<file path="src/rtl/lphtbl_pkg.sv">
// ----------------------------------------------------------------------------
// lphtbl_pkg
// Shared types and constants for the linear probing hash table core.
// ----------------------------------------------------------------------------
`timescale 1ns / 1ps
`default_nettype none

package lphtbl_pkg;

  localparam int KEY_W           = 16;
  localparam int POS_W           = 16;
  localparam int SLOT_OUT_W      = 4;
  localparam int TABLE_SLOTS_DEF = 16;

  localparam logic [POS_W-1:0] POS_MAX = '1;

  localparam logic [1:0] ACT_INSERT  = 2'd0;
  localparam logic [1:0] ACT_REPLACE = 2'd1;
  localparam logic [1:0] ACT_LOOKUP  = 2'd2;
  // spare code, decoded as a lookup
  localparam logic [1:0] ACT_SPARE   = 2'd3;

  localparam logic [1:0] STAT_INSERTED = 2'd0;
  localparam logic [1:0] STAT_FULL     = 2'd1;
  localparam logic [1:0] STAT_FOUND    = 2'd2;
  localparam logic [1:0] STAT_MISSING  = 2'd3;

  typedef struct packed {
    logic [1:0]       action;
    logic [KEY_W-1:0] key;
  } in_word_t;

  typedef struct packed {
    logic [1:0]            status;
    logic [SLOT_OUT_W-1:0] slot;
    logic [POS_W-1:0]      position;
    logic                  moved;
  } out_word_t;

  typedef struct packed {
    logic             valid;
    logic [KEY_W-1:0] key;
    logic [POS_W-1:0] pos;
  } entry_t;

endpackage

`default_nettype wire

</file>
<file path="src/rtl/lphtbl_mod.sv">
// ----------------------------------------------------------------------------
// lphtbl_mod
// Key modulo slot count. A mask for a power-of-two slot count, otherwise a
// reciprocal multiply followed by a back-multiply, each registered.
// ----------------------------------------------------------------------------
`timescale 1ns / 1ps
`default_nettype none

module lphtbl_mod #(
  parameter int TABLE_SLOTS = lphtbl_pkg::TABLE_SLOTS_DEF,
  parameter int SLOT_W      = $clog2(TABLE_SLOTS)
) (
  input  wire                           clk,
  input  wire                           rst_n,
  input  wire                           go,
  input  wire [lphtbl_pkg::KEY_W-1:0]   num,
  output logic                          done,
  output logic [SLOT_W-1:0]             rem
);

  localparam int KEY_W = lphtbl_pkg::KEY_W;

  generate
    if ((TABLE_SLOTS & (TABLE_SLOTS - 1)) == 0) begin : g_mask
      logic              done_r;
      logic [SLOT_W-1:0] rem_r;

      always_ff @(posedge clk) begin
        if (!rst_n) begin
          done_r <= 1'b0;
        end else begin
          done_r <= go;
        end
      end

      always_ff @(posedge clk) begin
        if (go) begin
          rem_r <= num[SLOT_W-1:0];
        end
      end

      assign done = done_r;
      assign rem  = rem_r;
    end else begin : g_recip
      // quotient = (num * ceil(2^SHIFT / slots)) >> SHIFT, exact for any
      // KEY_W-bit num; only the low bits of quotient * slots are needed
      localparam int SHIFT   = KEY_W + SLOT_W;
      localparam int RECIP_W = KEY_W + 1;
      localparam int PROD_W  = KEY_W + RECIP_W;
      localparam longint RECIP_L =
        ((longint'(1) << SHIFT) + longint'(TABLE_SLOTS) - longint'(1)) /
        longint'(TABLE_SLOTS);
      localparam logic [RECIP_W-1:0] RECIP   = RECIP_W'(RECIP_L);
      localparam logic [SLOT_W-1:0]  DIVISOR = SLOT_W'(TABLE_SLOTS);

      logic                stg_r;
      logic                done_r;
      logic [KEY_W-1:0]    num_r;
      logic [PROD_W-1:0]   prod_r;
      logic [SLOT_W-1:0]   rem_r;
      logic [KEY_W-1:0]    quo;
      logic [2*SLOT_W-1:0] qn;

      assign quo = KEY_W'(prod_r >> SHIFT);
      assign qn  = {{SLOT_W{1'b0}}, quo[SLOT_W-1:0]} * {{SLOT_W{1'b0}}, DIVISOR};

      always_ff @(posedge clk) begin
        if (!rst_n) begin
          stg_r  <= 1'b0;
          done_r <= 1'b0;
        end else begin
          stg_r  <= go;
          done_r <= stg_r;
        end
      end

      always_ff @(posedge clk) begin
        if (go) begin
          num_r  <= num;
          prod_r <= {{RECIP_W{1'b0}}, num} * {{KEY_W{1'b0}}, RECIP};
        end
        if (stg_r) begin
          rem_r <= num_r[SLOT_W-1:0] - qn[SLOT_W-1:0];
        end
      end

      assign done = done_r;
      assign rem  = rem_r;
    end
  endgenerate

endmodule

`default_nettype wire

</file>
<file path="src/rtl/lphtbl_ram.sv">
// ----------------------------------------------------------------------------
// lphtbl_ram
// Slot store: one write port, one read port, registered read data.
// ----------------------------------------------------------------------------
`timescale 1ns / 1ps
`default_nettype none

module lphtbl_ram #(
  parameter int TABLE_SLOTS = lphtbl_pkg::TABLE_SLOTS_DEF,
  parameter int SLOT_W      = $clog2(TABLE_SLOTS)
) (
  input  wire                         clk,
  input  wire                         wr_en,
  input  wire [SLOT_W-1:0]            wr_addr,
  input  wire lphtbl_pkg::entry_t     wr_data,
  input  wire [SLOT_W-1:0]            rd_addr,
  output lphtbl_pkg::entry_t          rd_data
);

  lphtbl_pkg::entry_t mem_r [TABLE_SLOTS];
  lphtbl_pkg::entry_t rd_data_r;

  always_ff @(posedge clk) begin
    if (wr_en) begin
      mem_r[wr_addr] <= wr_data;
    end
  end

  always_ff @(posedge clk) begin
    rd_data_r <= mem_r[rd_addr];
  end

  assign rd_data = rd_data_r;

endmodule

`default_nettype wire

</file>
<file path="src/rtl/linear_probe_hash_table_core.sv">
// ----------------------------------------------------------------------------
// linear_probe_hash_table_core
// Open-addressed hash table, linear probing, optional displacement insert.
// ----------------------------------------------------------------------------
// Flow: key remainder, home slot read and check, then a walk of the table (one
//   slot per cycle through the RAM read port) when the home slot does not
//   settle it; a displacement insert first takes the occupant's remainder. A
//   non-power-of-two slot count uses the reciprocal remainder. One word in
//   flight; busy covers it. Reset: a clearing pass empties the RAM, busy high.
// Results are strobed by out_valid for one cycle; the receiver cannot stall.
`timescale 1ns / 1ps
`default_nettype none

module linear_probe_hash_table_core #(
  parameter int TABLE_SLOTS = lphtbl_pkg::TABLE_SLOTS_DEF
) (
  input  wire                     clk,
  input  wire                     rst_n,
  input  wire                     start,
  output logic                    busy,
  input  wire lphtbl_pkg::in_word_t in_word,
  output logic                    out_valid,
  output lphtbl_pkg::out_word_t   out_word
);

  localparam int SLOT_W     = $clog2(TABLE_SLOTS);
  localparam int KEY_W      = lphtbl_pkg::KEY_W;
  localparam int POS_W      = lphtbl_pkg::POS_W;
  localparam int SLOT_OUT_W = lphtbl_pkg::SLOT_OUT_W;
  localparam logic [SLOT_W-1:0] LAST_SLOT = SLOT_W'(TABLE_SLOTS - 1);

  typedef enum logic [6:0] {
    ST_CLEAR = 7'b0000001,
    ST_IDLE  = 7'b0000010,
    ST_HOME  = 7'b0000100,
    ST_RDH   = 7'b0001000,
    ST_CHKH  = 7'b0010000,
    ST_OWN   = 7'b0100000,
    ST_SCAN  = 7'b1000000
  } state_t;

  state_t                state_r, state_nxt;
  logic [SLOT_W-1:0]     clr_addr_r, clr_addr_nxt;
  logic [1:0]            action_r, action_nxt;
  logic [KEY_W-1:0]      key_r, key_nxt;
  logic [SLOT_W-1:0]     home_r, home_nxt;
  logic [POS_W-1:0]      next_pos_r, next_pos_nxt;
  logic [POS_W-1:0]      pos_r, pos_nxt;
  logic [KEY_W-1:0]      carry_key_r, carry_key_nxt;
  logic [POS_W-1:0]      carry_pos_r, carry_pos_nxt;
  logic                  evict_r, evict_nxt;
  logic [SLOT_W-1:0]     scan_addr_r, scan_addr_nxt;
  logic [SLOT_W-1:0]     chk_addr_r, chk_addr_nxt;
  logic [SLOT_W-1:0]     issue_left_r, issue_left_nxt;
  logic [SLOT_W-1:0]     chk_left_r, chk_left_nxt;
  logic                  pend_r, pend_nxt;
  logic                  out_valid_r, out_valid_nxt;
  lphtbl_pkg::out_word_t out_word_r, out_word_nxt;

  logic                  mem_we;
  logic [SLOT_W-1:0]     mem_waddr;
  lphtbl_pkg::entry_t    mem_wdata;
  logic [SLOT_W-1:0]     mem_raddr;
  lphtbl_pkg::entry_t    rd;

  logic                  mod_go;
  logic [KEY_W-1:0]      mod_num;
  logic                  mod_done;
  logic [SLOT_W-1:0]     mod_rem;

  logic                  take_pos;
  logic                  is_insert, is_replace, is_lookup;
  logic                  hit;
  logic [SLOT_W-1:0]     home_after;
  logic [SLOT_W-1:0]     scan_after;

  lphtbl_mod #(.TABLE_SLOTS(TABLE_SLOTS), .SLOT_W(SLOT_W)) u_mod (
    .clk  (clk),
    .rst_n(rst_n),
    .go   (mod_go),
    .num  (mod_num),
    .done (mod_done),
    .rem  (mod_rem)
  );

  lphtbl_ram #(.TABLE_SLOTS(TABLE_SLOTS), .SLOT_W(SLOT_W)) u_ram (
    .clk    (clk),
    .wr_en  (mem_we),
    .wr_addr(mem_waddr),
    .wr_data(mem_wdata),
    .rd_addr(mem_raddr),
    .rd_data(rd)
  );

  assign is_insert  = (action_r == lphtbl_pkg::ACT_INSERT);
  assign is_replace = (action_r == lphtbl_pkg::ACT_REPLACE);
  assign is_lookup  = !is_insert && !is_replace;
  assign home_after = (home_r == LAST_SLOT) ? '0 : home_r + SLOT_W'(1);
  assign scan_after = (scan_addr_r == LAST_SLOT) ? '0 : scan_addr_r + SLOT_W'(1);
  assign hit        = is_lookup ? (rd.valid && rd.key == key_r) : !rd.valid;

  always_comb begin
    state_nxt      = state_r;
    clr_addr_nxt   = clr_addr_r;
    action_nxt     = action_r;
    key_nxt        = key_r;
    home_nxt       = home_r;
    pos_nxt        = pos_r;
    carry_key_nxt  = carry_key_r;
    carry_pos_nxt  = carry_pos_r;
    evict_nxt      = evict_r;
    scan_addr_nxt  = scan_addr_r;
    chk_addr_nxt   = chk_addr_r;
    issue_left_nxt = issue_left_r;
    chk_left_nxt   = chk_left_r;
    pend_nxt       = 1'b0;
    out_valid_nxt  = 1'b0;
    out_word_nxt   = out_word_r;
    take_pos       = 1'b0;
    mem_we         = 1'b0;
    mem_waddr      = home_r;
    mem_wdata      = '{valid: 1'b1, key: key_r, pos: next_pos_r};
    mem_raddr      = home_r;
    mod_go         = 1'b0;
    mod_num        = in_word.key;

    unique case (state_r)
      ST_CLEAR: begin
        mem_we       = 1'b1;
        mem_waddr    = clr_addr_r;
        mem_wdata    = '0;
        clr_addr_nxt = clr_addr_r + SLOT_W'(1);
        if (clr_addr_r == LAST_SLOT) begin
          state_nxt = ST_IDLE;
        end
      end
      ST_IDLE: begin
        if (start) begin
          action_nxt = in_word.action;
          key_nxt    = in_word.key;
          mod_go     = 1'b1;
          state_nxt  = ST_HOME;
        end
      end
      ST_HOME: begin
        if (mod_done) begin
          home_nxt  = mod_rem;
          state_nxt = ST_RDH;
        end
      end
      ST_RDH: begin
        state_nxt = ST_CHKH;
      end
      ST_CHKH: begin
        // home slot entry is on rd this cycle
        scan_addr_nxt  = home_after;
        issue_left_nxt = LAST_SLOT;
        chk_left_nxt   = LAST_SLOT;
        if (is_lookup) begin
          if (hit) begin
            out_valid_nxt = 1'b1;
            out_word_nxt  = '{status: lphtbl_pkg::STAT_FOUND,
                              slot: SLOT_OUT_W'(home_r), position: rd.pos, moved: 1'b0};
            state_nxt     = ST_IDLE;
          end else begin
            state_nxt = ST_SCAN;
          end
        end else if (is_insert) begin
          if (!rd.valid) begin
            mem_we        = 1'b1;
            take_pos      = 1'b1;
            out_valid_nxt = 1'b1;
            out_word_nxt  = '{status: lphtbl_pkg::STAT_INSERTED,
                              slot: SLOT_OUT_W'(home_r), position: next_pos_r, moved: 1'b0};
            state_nxt     = ST_IDLE;
          end else begin
            state_nxt = ST_SCAN;
          end
        end else begin
          take_pos = 1'b1;
          pos_nxt  = next_pos_r;
          if (!rd.valid) begin
            mem_we        = 1'b1;
            out_valid_nxt = 1'b1;
            out_word_nxt  = '{status: lphtbl_pkg::STAT_INSERTED,
                              slot: SLOT_OUT_W'(home_r), position: next_pos_r, moved: 1'b0};
            state_nxt     = ST_IDLE;
          end else begin
            carry_key_nxt = rd.key;
            carry_pos_nxt = rd.pos;
            mod_go        = 1'b1;
            mod_num       = rd.key;
            state_nxt     = ST_OWN;
          end
        end
      end
      ST_OWN: begin
        if (mod_done) begin
          // occupant away from its own home gets displaced
          evict_nxt = (mod_rem != home_r);
          if (mod_rem != home_r) begin
            mem_we    = 1'b1;
            mem_wdata = '{valid: 1'b1, key: key_r, pos: pos_r};
          end else begin
            carry_key_nxt = key_r;
            carry_pos_nxt = pos_r;
          end
          state_nxt = ST_SCAN;
        end
      end
      ST_SCAN: begin
        // reads issue one slot ahead of the check
        mem_raddr    = scan_addr_r;
        chk_addr_nxt = scan_addr_r;
        pend_nxt     = (issue_left_r != '0);
        if (issue_left_r != '0) begin
          scan_addr_nxt  = scan_after;
          issue_left_nxt = issue_left_r - SLOT_W'(1);
        end
        if (pend_r) begin
          if (hit) begin
            out_valid_nxt = 1'b1;
            state_nxt     = ST_IDLE;
            mem_waddr     = chk_addr_r;
            if (is_lookup) begin
              out_word_nxt = '{status: lphtbl_pkg::STAT_FOUND,
                               slot: SLOT_OUT_W'(chk_addr_r), position: rd.pos, moved: 1'b0};
            end else if (is_insert) begin
              mem_we       = 1'b1;
              take_pos     = 1'b1;
              out_word_nxt = '{status: lphtbl_pkg::STAT_INSERTED,
                               slot: SLOT_OUT_W'(chk_addr_r), position: next_pos_r,
                               moved: 1'b0};
            end else begin
              mem_we       = 1'b1;
              mem_wdata    = '{valid: 1'b1, key: carry_key_r, pos: carry_pos_r};
              out_word_nxt = '{status: lphtbl_pkg::STAT_INSERTED,
                               slot: evict_r ? SLOT_OUT_W'(home_r) : SLOT_OUT_W'(chk_addr_r),
                               position: pos_r, moved: evict_r};
            end
          end else if (chk_left_r == SLOT_W'(1)) begin
            out_valid_nxt = 1'b1;
            state_nxt     = ST_IDLE;
            if (is_lookup) begin
              out_word_nxt = '{status: lphtbl_pkg::STAT_MISSING,
                               slot: '0, position: '0, moved: 1'b0};
            end else if (is_insert) begin
              out_word_nxt = '{status: lphtbl_pkg::STAT_FULL,
                               slot: '0, position: '0, moved: 1'b0};
            end else begin
              out_word_nxt = '{status: lphtbl_pkg::STAT_FULL,
                               slot: evict_r ? SLOT_OUT_W'(home_r) : '0,
                               position: pos_r, moved: 1'b0};
            end
          end else begin
            chk_left_nxt = chk_left_r - SLOT_W'(1);
          end
        end
      end
      default: begin
        state_nxt = ST_IDLE;
      end
    endcase

    next_pos_nxt = next_pos_r;
    if (take_pos && next_pos_r != lphtbl_pkg::POS_MAX) begin
      next_pos_nxt = next_pos_r + POS_W'(1);
    end
  end

  always_ff @(posedge clk) begin
    if (!rst_n) begin
      state_r     <= ST_CLEAR;
      clr_addr_r  <= '0;
      next_pos_r  <= '0;
      pend_r      <= 1'b0;
      out_valid_r <= 1'b0;
    end else begin
      state_r     <= state_nxt;
      clr_addr_r  <= clr_addr_nxt;
      next_pos_r  <= next_pos_nxt;
      pend_r      <= pend_nxt;
      out_valid_r <= out_valid_nxt;
    end
  end

  always_ff @(posedge clk) begin
    action_r     <= action_nxt;
    key_r        <= key_nxt;
    home_r       <= home_nxt;
    pos_r        <= pos_nxt;
    carry_key_r  <= carry_key_nxt;
    carry_pos_r  <= carry_pos_nxt;
    evict_r      <= evict_nxt;
    scan_addr_r  <= scan_addr_nxt;
    chk_addr_r   <= chk_addr_nxt;
    issue_left_r <= issue_left_nxt;
    chk_left_r   <= chk_left_nxt;
    out_word_r   <= out_word_nxt;
  end

  assign busy      = (state_r != ST_IDLE);
  assign out_valid = out_valid_r;
  assign out_word  = out_word_r;

  a_strobe_single: assert property (@(posedge clk) disable iff (!rst_n)
    out_valid |=> !out_valid)
    else $error("result strobe held for two cycles");

  a_accept_busy: assert property (@(posedge clk) disable iff (!rst_n)
    (start && !busy) |=> busy)
    else $error("accepted word did not raise busy");

  a_result_idle: assert property (@(posedge clk) disable iff (!rst_n)
    out_valid |-> !busy)
    else $error("result strobed while sequencer still busy");

  a_pos_saturate: assert property (@(posedge clk) disable iff (!rst_n)
    (next_pos_r == lphtbl_pkg::POS_MAX) |=> (next_pos_r == lphtbl_pkg::POS_MAX))
    else $error("position counter wrapped");

  a_clear_write: assert property (@(posedge clk) disable iff (!rst_n)
    (state_r == ST_CLEAR) |-> (mem_we && !mem_wdata.valid))
    else $error("clearing pass failed to empty a slot");

endmodule

`default_nettype wire
</file>
<file path="config.mk">
export PLATFORM = sky130hd
export DESIGN_NAME = linear_probe_hash_table_core
export DESIGN_NICKNAME = d
export VERILOG_FILES = /design/src/rtl/lphtbl_pkg.sv /design/src/rtl/lphtbl_mod.sv /design/src/rtl/lphtbl_ram.sv /design/src/rtl/linear_probe_hash_table_core.sv
export SDC_FILE = /design/constraint.sdc
export NUM_CORES = 1
export LEC_CHECK = 0
export ABC_CLOCK_PERIOD_IN_PS = 11700
export BUFFER_PORTS_ARGS = -buffer_cell sky130_fd_sc_hd__buf_2
export CELL_PAD_IN_SITES_DETAIL_PLACEMENT = 1
export CELL_PAD_IN_SITES_GLOBAL_PLACEMENT = 1
export CORE_UTILIZATION = 40
export CTS_CLUSTER_DIAMETER = 120
export DETAILED_ROUTE_END_ITERATION = 8
export GPL_TIMING_DRIVEN = 0
export PLACE_DENSITY_LB_ADDON = 0.1
export SLEW_MARGIN = 5
export SYNTH_ARGS = -nofsm -noshare
export SYNTH_HDL_FRONTEND = slang
export SYNTH_HIERARCHICAL = 1
export SYNTH_SLANG_ARGS = --single-unit
</file>
<file path="constraint.sdc">
create_clock -name clk -period 11.7 [get_ports clk]
set_clock_uncertainty 0.1 [all_clocks]
set_input_delay 0.585 -clock clk [delete_from_list [all_inputs] [get_ports clk]]
set_output_delay 0.585 -clock clk [all_outputs]
set_load 0.02 [all_outputs]
</file>
==> results.md, run 1 <==
* CP required at about 12 ns
* Largest net degree at the start of global routing at 21
* Die W at 265 µm
* Routability Congestion at 0.787
* Core Rows at 96
* Vert. Die Dim at 265 µm
* Final hold violation count at 0
* Final min period at 5.19 ns
* Clk slew on worst S/H paths at 0.06 ns
* Mean Syn Cell Area at 18.8 µm²
* Final ANT Viol Nets at 0
* Max-slew violations at 0
* H-tree depth at 3
* Postcts setup bufs at 0
* Max FO, Critical Path at 8
* Hold WC Path Type: primary input to flip-flop
* Syn Std Cell Area at 0.0277 mm²
* Core Box Area at between 0.06 and 0.07 mm²
* Leak at between 0.01 and 0.015 µW
* Setup_tns at 0 ns
* First-pass GRT wire length at about 110000 µm
* CTS Buf Count at 77
* Maxcap violations at 0
* CTS Sinks at between 700 and 800
* Final instance area at 0.0323 mm²
* Grt ovf at 0
* CP endpoint kind: flip-flop
* Slew margin rel. at 17.0%
* VDD IR-drop max at 0.127 mV
* Die Area at 0.0702 mm²
* Outcome: finished clean
* DRT iter0 DRCs at ~1200
* Clock Latency Late Sink at 0.64 ns
* Initial antenna violation count at 1
* Crit path kind: flip-flop to flip-flop
* Overall Global Routing Usage at 21.2%
* Post-DP HPWL at 48800 µm
* Layout Nets at 1665
* Number of global-route vias before repair at 15400
* TritonRoute pass-1 iters at 6
* Crit path DAT at 5.41 ns
* Starting Density at 40.4%
* DRT Wirelength at 72900 µm
* CTS max path bufs at 3
* Crit path launch type: flip-flop
* Syn_nets at 1502
* Vias post-DR at 14500
* Root Driver: clkbuf_16
* Final count of negative-setup-slack endpoints at 0
* CTS tree: done
* Fin crit share at approximately 44%
* Vias/cell at 5.63
* Residual DRC at 0
* Slew @ Worst Pin at 1.24 ns
* Area grow syn2layout at 16.7%
* Yosys Warn Count at 6
* RSZ-0062 raised after global routing: false
* Placed cell areas at 0.0298 mm²
* PD cells at 203 mW/mm²
* Syn Inst Count at 1473
* Average wire per standard cell at ~28 µm
* Layout cells sized above 1 at around a quarter
* FMAX at between 150 and 200 MHz
* I/O pin cnt at 46
* Count of buffers from port buffering at 45
==> cells in the final DEF (no fill, tap or decap), drive strengths merged, types with 34 or more instances in the layout <==
cell / n
dfxtp: 63
a22oi: 81
nand2: 97
mux2: 36
nor2: 48
mux4: 132
clkbuf: 148
buf: 116
edfxtp: 642
inv: 34
==> flip-flops by register name, indices dropped and copies added (netlist names), 7 cells and up <==
register       count
u_ram/mem_r      528
key_r             16
next_pos_r        16
u_ram/rd_data     33
carry_key_r       16
out_word          23
carry_pos_r       16
state_r            7
pos_r             16
==> final timing paths <==
| check | endpoint | depth (start not counted) | slack, ns | startpoint |
|---|---|---|---|---|
| setup / recovery | u_ram/mem_r[0][18]$_DFFE_PP_ | 11 | 6.51 | key_r[14]$_DFFE_PP_ |
| hold / removal | key_r[13]$_DFFE_PP_ | 1 | 0.04 | in_word[13] |
| setup reg to reg | u_ram/mem_r[0][18]$_DFFE_PP_ | 11 | 6.51 | key_r[14]$_DFFE_PP_ |
| hold reg to reg | home_r[0]$_DFFE_PP_ | 0 | 0.38 | u_mod/rem[0]$_DFFE_PP_ |
==> timing repair <==
item / in CTS / in global routing
endpoints found under the hold margin: 1 / 0
setup endpoints to repair: 0 / 0
hold buffers: 1 / 0
gates resized for setup: 0 / 0
==> power breakdown <==
| part | internal, µW | total, µW | switching [µW] |
|---|---|---|---|
| combinational | 332 | 990 | 658 |
| clock | 1400 | 2420 | 1010 |
| sequential | 3090 | 3150 | 65.6 |
| total | 4820 | 6560 | 1730 |
==> cell type report <==
type | count | area (µm²)
Fill cell | 6382 | 36200
Sequential cell | 705 | 20500
Multi-Input combinational cell | 656 | 6660
Clock buffer | 99 | 2050
Tap cell | 882 | 1100
Timing Repair Buffer | 84 | 877
Buffer | 82 | 473
Clock inverter | 45 | 457
Inverter | 30 | 113
Antenna cell | 1 | 2.50
==> layer usage <==
| metal | track usage [%] | vias to the layer above | part of all wire (%) |
|---|---|---|---|
| li1 | - | 6329 | - |
| met1 | 29.8 | 7795 | 45 |
| met2 | 34.9 | 326 | 49 |
| met3 | 3.01 | 94 | 4.1 |
| met4 | 5.30 | 0 | 2.0 |
| met5 | 0 | - | 0 |
==> worst max-delay path: stages (launching register included) <==
cell and delay [ns]:
edfxtp_1 0.46, xor2_1 0.18, nor4_1 0.55, nand4_1 0.36, o22ai_1 0.49, a31oi_1 0.23
a221o_1 0.42, or3b_2 0.63, nor3_2 0.75, buf_6 0.26, buf_4 0.22, buf_4 0.23
==> stage by stage <==
step,total power [µW],utilization (%),hold slack [ns],worst slack [ns],instances
finish,6560,47.1,0.0375,6.51,2584
detailed placement,4200,43.5,0.368,6.48,2438
global placement,4120,42.3,0.377,2.27,2400
floorplan,3760,-,0.349,6.41,1473
CTS,6630,47.1,0.000919,6.46,2583
global route,6780,47.1,0.00743,6.29,2583
Note: power is estimated with default switching activity, not from simulation.
==> run 2: changes to the inputs <==
--- a/config.mk
+++ b/config.mk
@@ -5,7 +5,7 @@
 export SDC_FILE = /design/constraint.sdc
 export NUM_CORES = 1
 export LEC_CHECK = 0
-export ABC_CLOCK_PERIOD_IN_PS = 11700
+export ABC_CLOCK_PERIOD_IN_PS = 4900
 export BUFFER_PORTS_ARGS = -buffer_cell sky130_fd_sc_hd__buf_2
 export CELL_PAD_IN_SITES_DETAIL_PLACEMENT = 1
 export CELL_PAD_IN_SITES_GLOBAL_PLACEMENT = 1
==> constraint.sdc (replaced) <==
create_clock -name clk -period 4.9 [get_ports clk]
set_clock_uncertainty 0.1 [all_clocks]
set_input_delay 0.245 -clock clk [delete_from_list [all_inputs] [get_ports clk]]
set_output_delay 0.245 -clock clk [all_outputs]
set_load 0.02 [all_outputs]
==> run 2 against run 1 <==
Compared with the run above: combinational power grew 140%; critical path depth decreased by 2; non-clock buffer count up 15; register-to-register slack worse by 6.3 ns; critical path type unchanged; largest power group unchanged.
==> results.md, run 2 (synthesized netlist as in run 1, its figures left out) <==
* CP Launch Point: key_r[14]$_DFFE_PP_
* Post-DP HPWL at 48200 µm
* Hold WC Path Type: primary input to flip-flop
* Die W at 265 µm
* CP endpoint kind: flip-flop
* DRT Wirelength at approximately 72000 µm
* Critical path's largest stage delay at 0.88 ns
* Clock Latency Late Sink at 0.62 ns
* Final min period at 4.66 ns
* Number of diodes at 0
* Grt ovf at 0
* Slew margin rel. at between 20% and 30%
* Final hold violation count at 0
* Sw Pwr at 4110 µW
* Core Box Area at 0.0685 mm²
* Leak at 0.0107 µW
* Internal at 11400 µW
* Crit path kind: flip-flop to flip-flop
* Vias post-DR at approximately 15000
* CP max stage cell: nor2_4
* Max reg flops at approximately 530
* Reg2Reg Launch Point: key_r[14]$_DFFE_PP_
* H-tree depth at 3
* Average wire per standard cell at 27.9 µm
* Setup ws final at 0.241 ns
* First-pass GRT wire length at 106000 µm
* Root Driver: clkbuf_16
* Final Hold Slack at 0.237 ns
* Largest reg by FF count: u_ram/mem_r
* DRT iter0 DRCs at 1285
* Crit path launch type: flip-flop
* Post-Layout Cell Count at between 2000 and 3000
* CTS Sinks at 705
* Crit path DAT at approximately 4.9 ns
* TritonRoute pass-1 iters at 5
* Starting Density at 40.4%
* Routability Congestion at 0.798
* Vert. Die Dim at 265 µm
* Most frequent cells in the layout: edfxtp_1 (642), mux4_2 (113), nand2_1 (97), a22oi_1 (81), clkbuf_16 (77)
* Number of global-route vias before repair at 15300
* # fillers at 6369
* Comb pwr share at 15.6%
* Slew @ Worst Pin at 1.18 ns
* Overall Global Routing Usage at 21.1%
* Top delay family on crit path: simple AND/OR/NAND/NOR gates
* Area grow syn2layout at 17.3%
* VDD IR-drop max at 0.261 mV
* Commonest non-fill, non-tap cell in the layout: edfxtp_1
* Layout Nets at 1680
* Vias/cell at 5.66
* Fin crit share at a little over nine tenths
* CP required at 5.10 ns
* CTS max path bufs at 3
* Clk slew on worst S/H paths at about 0.060 ns
* Clock Power Share at 35.9%
* Max FO, Critical Path at 20
* Largest net degree at the start of global routing at 22
* Maxcap violations at 0
* Outcome: finished clean
* Final ANT Viol Nets at 0
* Switching share of total power at a little over a quarter
* Place WS at 0.144 ns
* Final count of negative-setup-slack endpoints at 0
* Worst Path Buf+Inv at 1
* CTS Buf Count at 77
* Count of buffers from port buffering at 45
* CTS tree: done
* Setup_tns at 0 ns
* Placed cells at 2427
* Residual DRC at 0
* Seq pwr share at between 40% and 50%
* Layout cells sized above 1 at between 20% and 30%
* Initial antenna violation count at 2
* Total power at around 16000 µW
* Core Rows at 96
* FMAX at ~210 MHz
* Die Area at ~0.070 mm²
* Critical Path, Cell by Cell: xor2_1 -> nor4_1 -> nand4_1 -> o22ai_1 -> a31oi_1 -> a221o_1 -> nand3b_1 -> nor2_4 -> buf_16
* RSZ-0062 raised after global routing: false
* Max-slew violations at 0
* I/O pin cnt at 46
* PD cells at 478 mW/mm²
* Hold path start: in_word[9]
## run 2: cell count changes in the layout (fill, tap and decap cells not counted), moves of 3 or more
cell and delta:
clkinv_1 -6, nor3_2 -4, clkbuf_8 +3, buf_6 -9
bufinv_16 -4, dlygate4sd3_1 +19, buf_16 +4, clkbuf_1 +6
nor3_4 +4, buf_8 +4, clkinv_8 +3
## run 2: area by class of cell
cell class	count	area (µm²)	share of cell area, %
clock buffers	108	2110	6.52
well taps	882	1100	3.40
plain buffers	82	473	1.46
clock inverters	35	315	0.972
repair buffers	99	1090	3.36
inverters	30	113	0.347
flip-flops and latches	705	20500	63.3
multi-input cells	656	6690	20.6
## run 2: power by group through the flow
| stage | combinational (µW) | clock [µW] | sequential, µW |
|---|---|---|---|
| finish | 2410 | 5570 | 7530 |
| global placement | 2130 | 0 | 7680 |
| detailed placement | 2400 | 0 | 7660 |
| floorplan | 1390 | 0 | 7590 |
| global route | 2590 | 5930 | 7570 |
| CTS | 2420 | 5730 | 7530 |
## run 2: metrics by stage
| step | utilization [%] | instance area, µm² |
|---|---|---|
| after floorplan | - | 27700 |
| after global placement | 42.4 | 29000 |
| after detailed placement | 43.5 | 29800 |
| after CTS | 47.3 | 32400 |
| after global routing | 47.4 | 32400 |
| final | 47.4 | 32400 |
## run 2: worst register-to-register path, stage by stage, from the launching register on
cell and delay, ns:
edfxtp_1 0.47, xor2_1 0.19, nor4_1 0.47, nand4_1 0.35, o22ai_1 0.47, a31oi_1 0.24, a221o_1 0.42, nand3b_1 0.48
nor2_4 0.88, buf_16 0.26
## run 2: layer usage
layer	wire (µm)	global-route usage (%)	share of wire (%)
met1	32400	29.8	45
met4	1400	5.87	1.9
met2	34900	33.9	48
met5	0	0	0
met3	3740	3.26	5.2
## run 2: timing repair
action	in CTS	in global routing
endpoints found under the hold margin	29	0
buffers inserted	0	7
hold buffers	20	0
gates resized for setup	0	2
setup endpoints to repair	0	81
## run 2: final timing paths
kind | slack [ns] | to | depth (start not counted)
hold / removal | 0.24 | key_r[9]$_DFFE_PP_ | 2
hold reg to reg | 0.38 | home_r[3]$_DFFE_PP_ | 0
setup / recovery | 0.24 | u_ram/mem_r[11][12]$_DFFE_PP_ | 9
setup reg to reg | 0.24 | u_ram/mem_r[11][12]$_DFFE_PP_ | 9
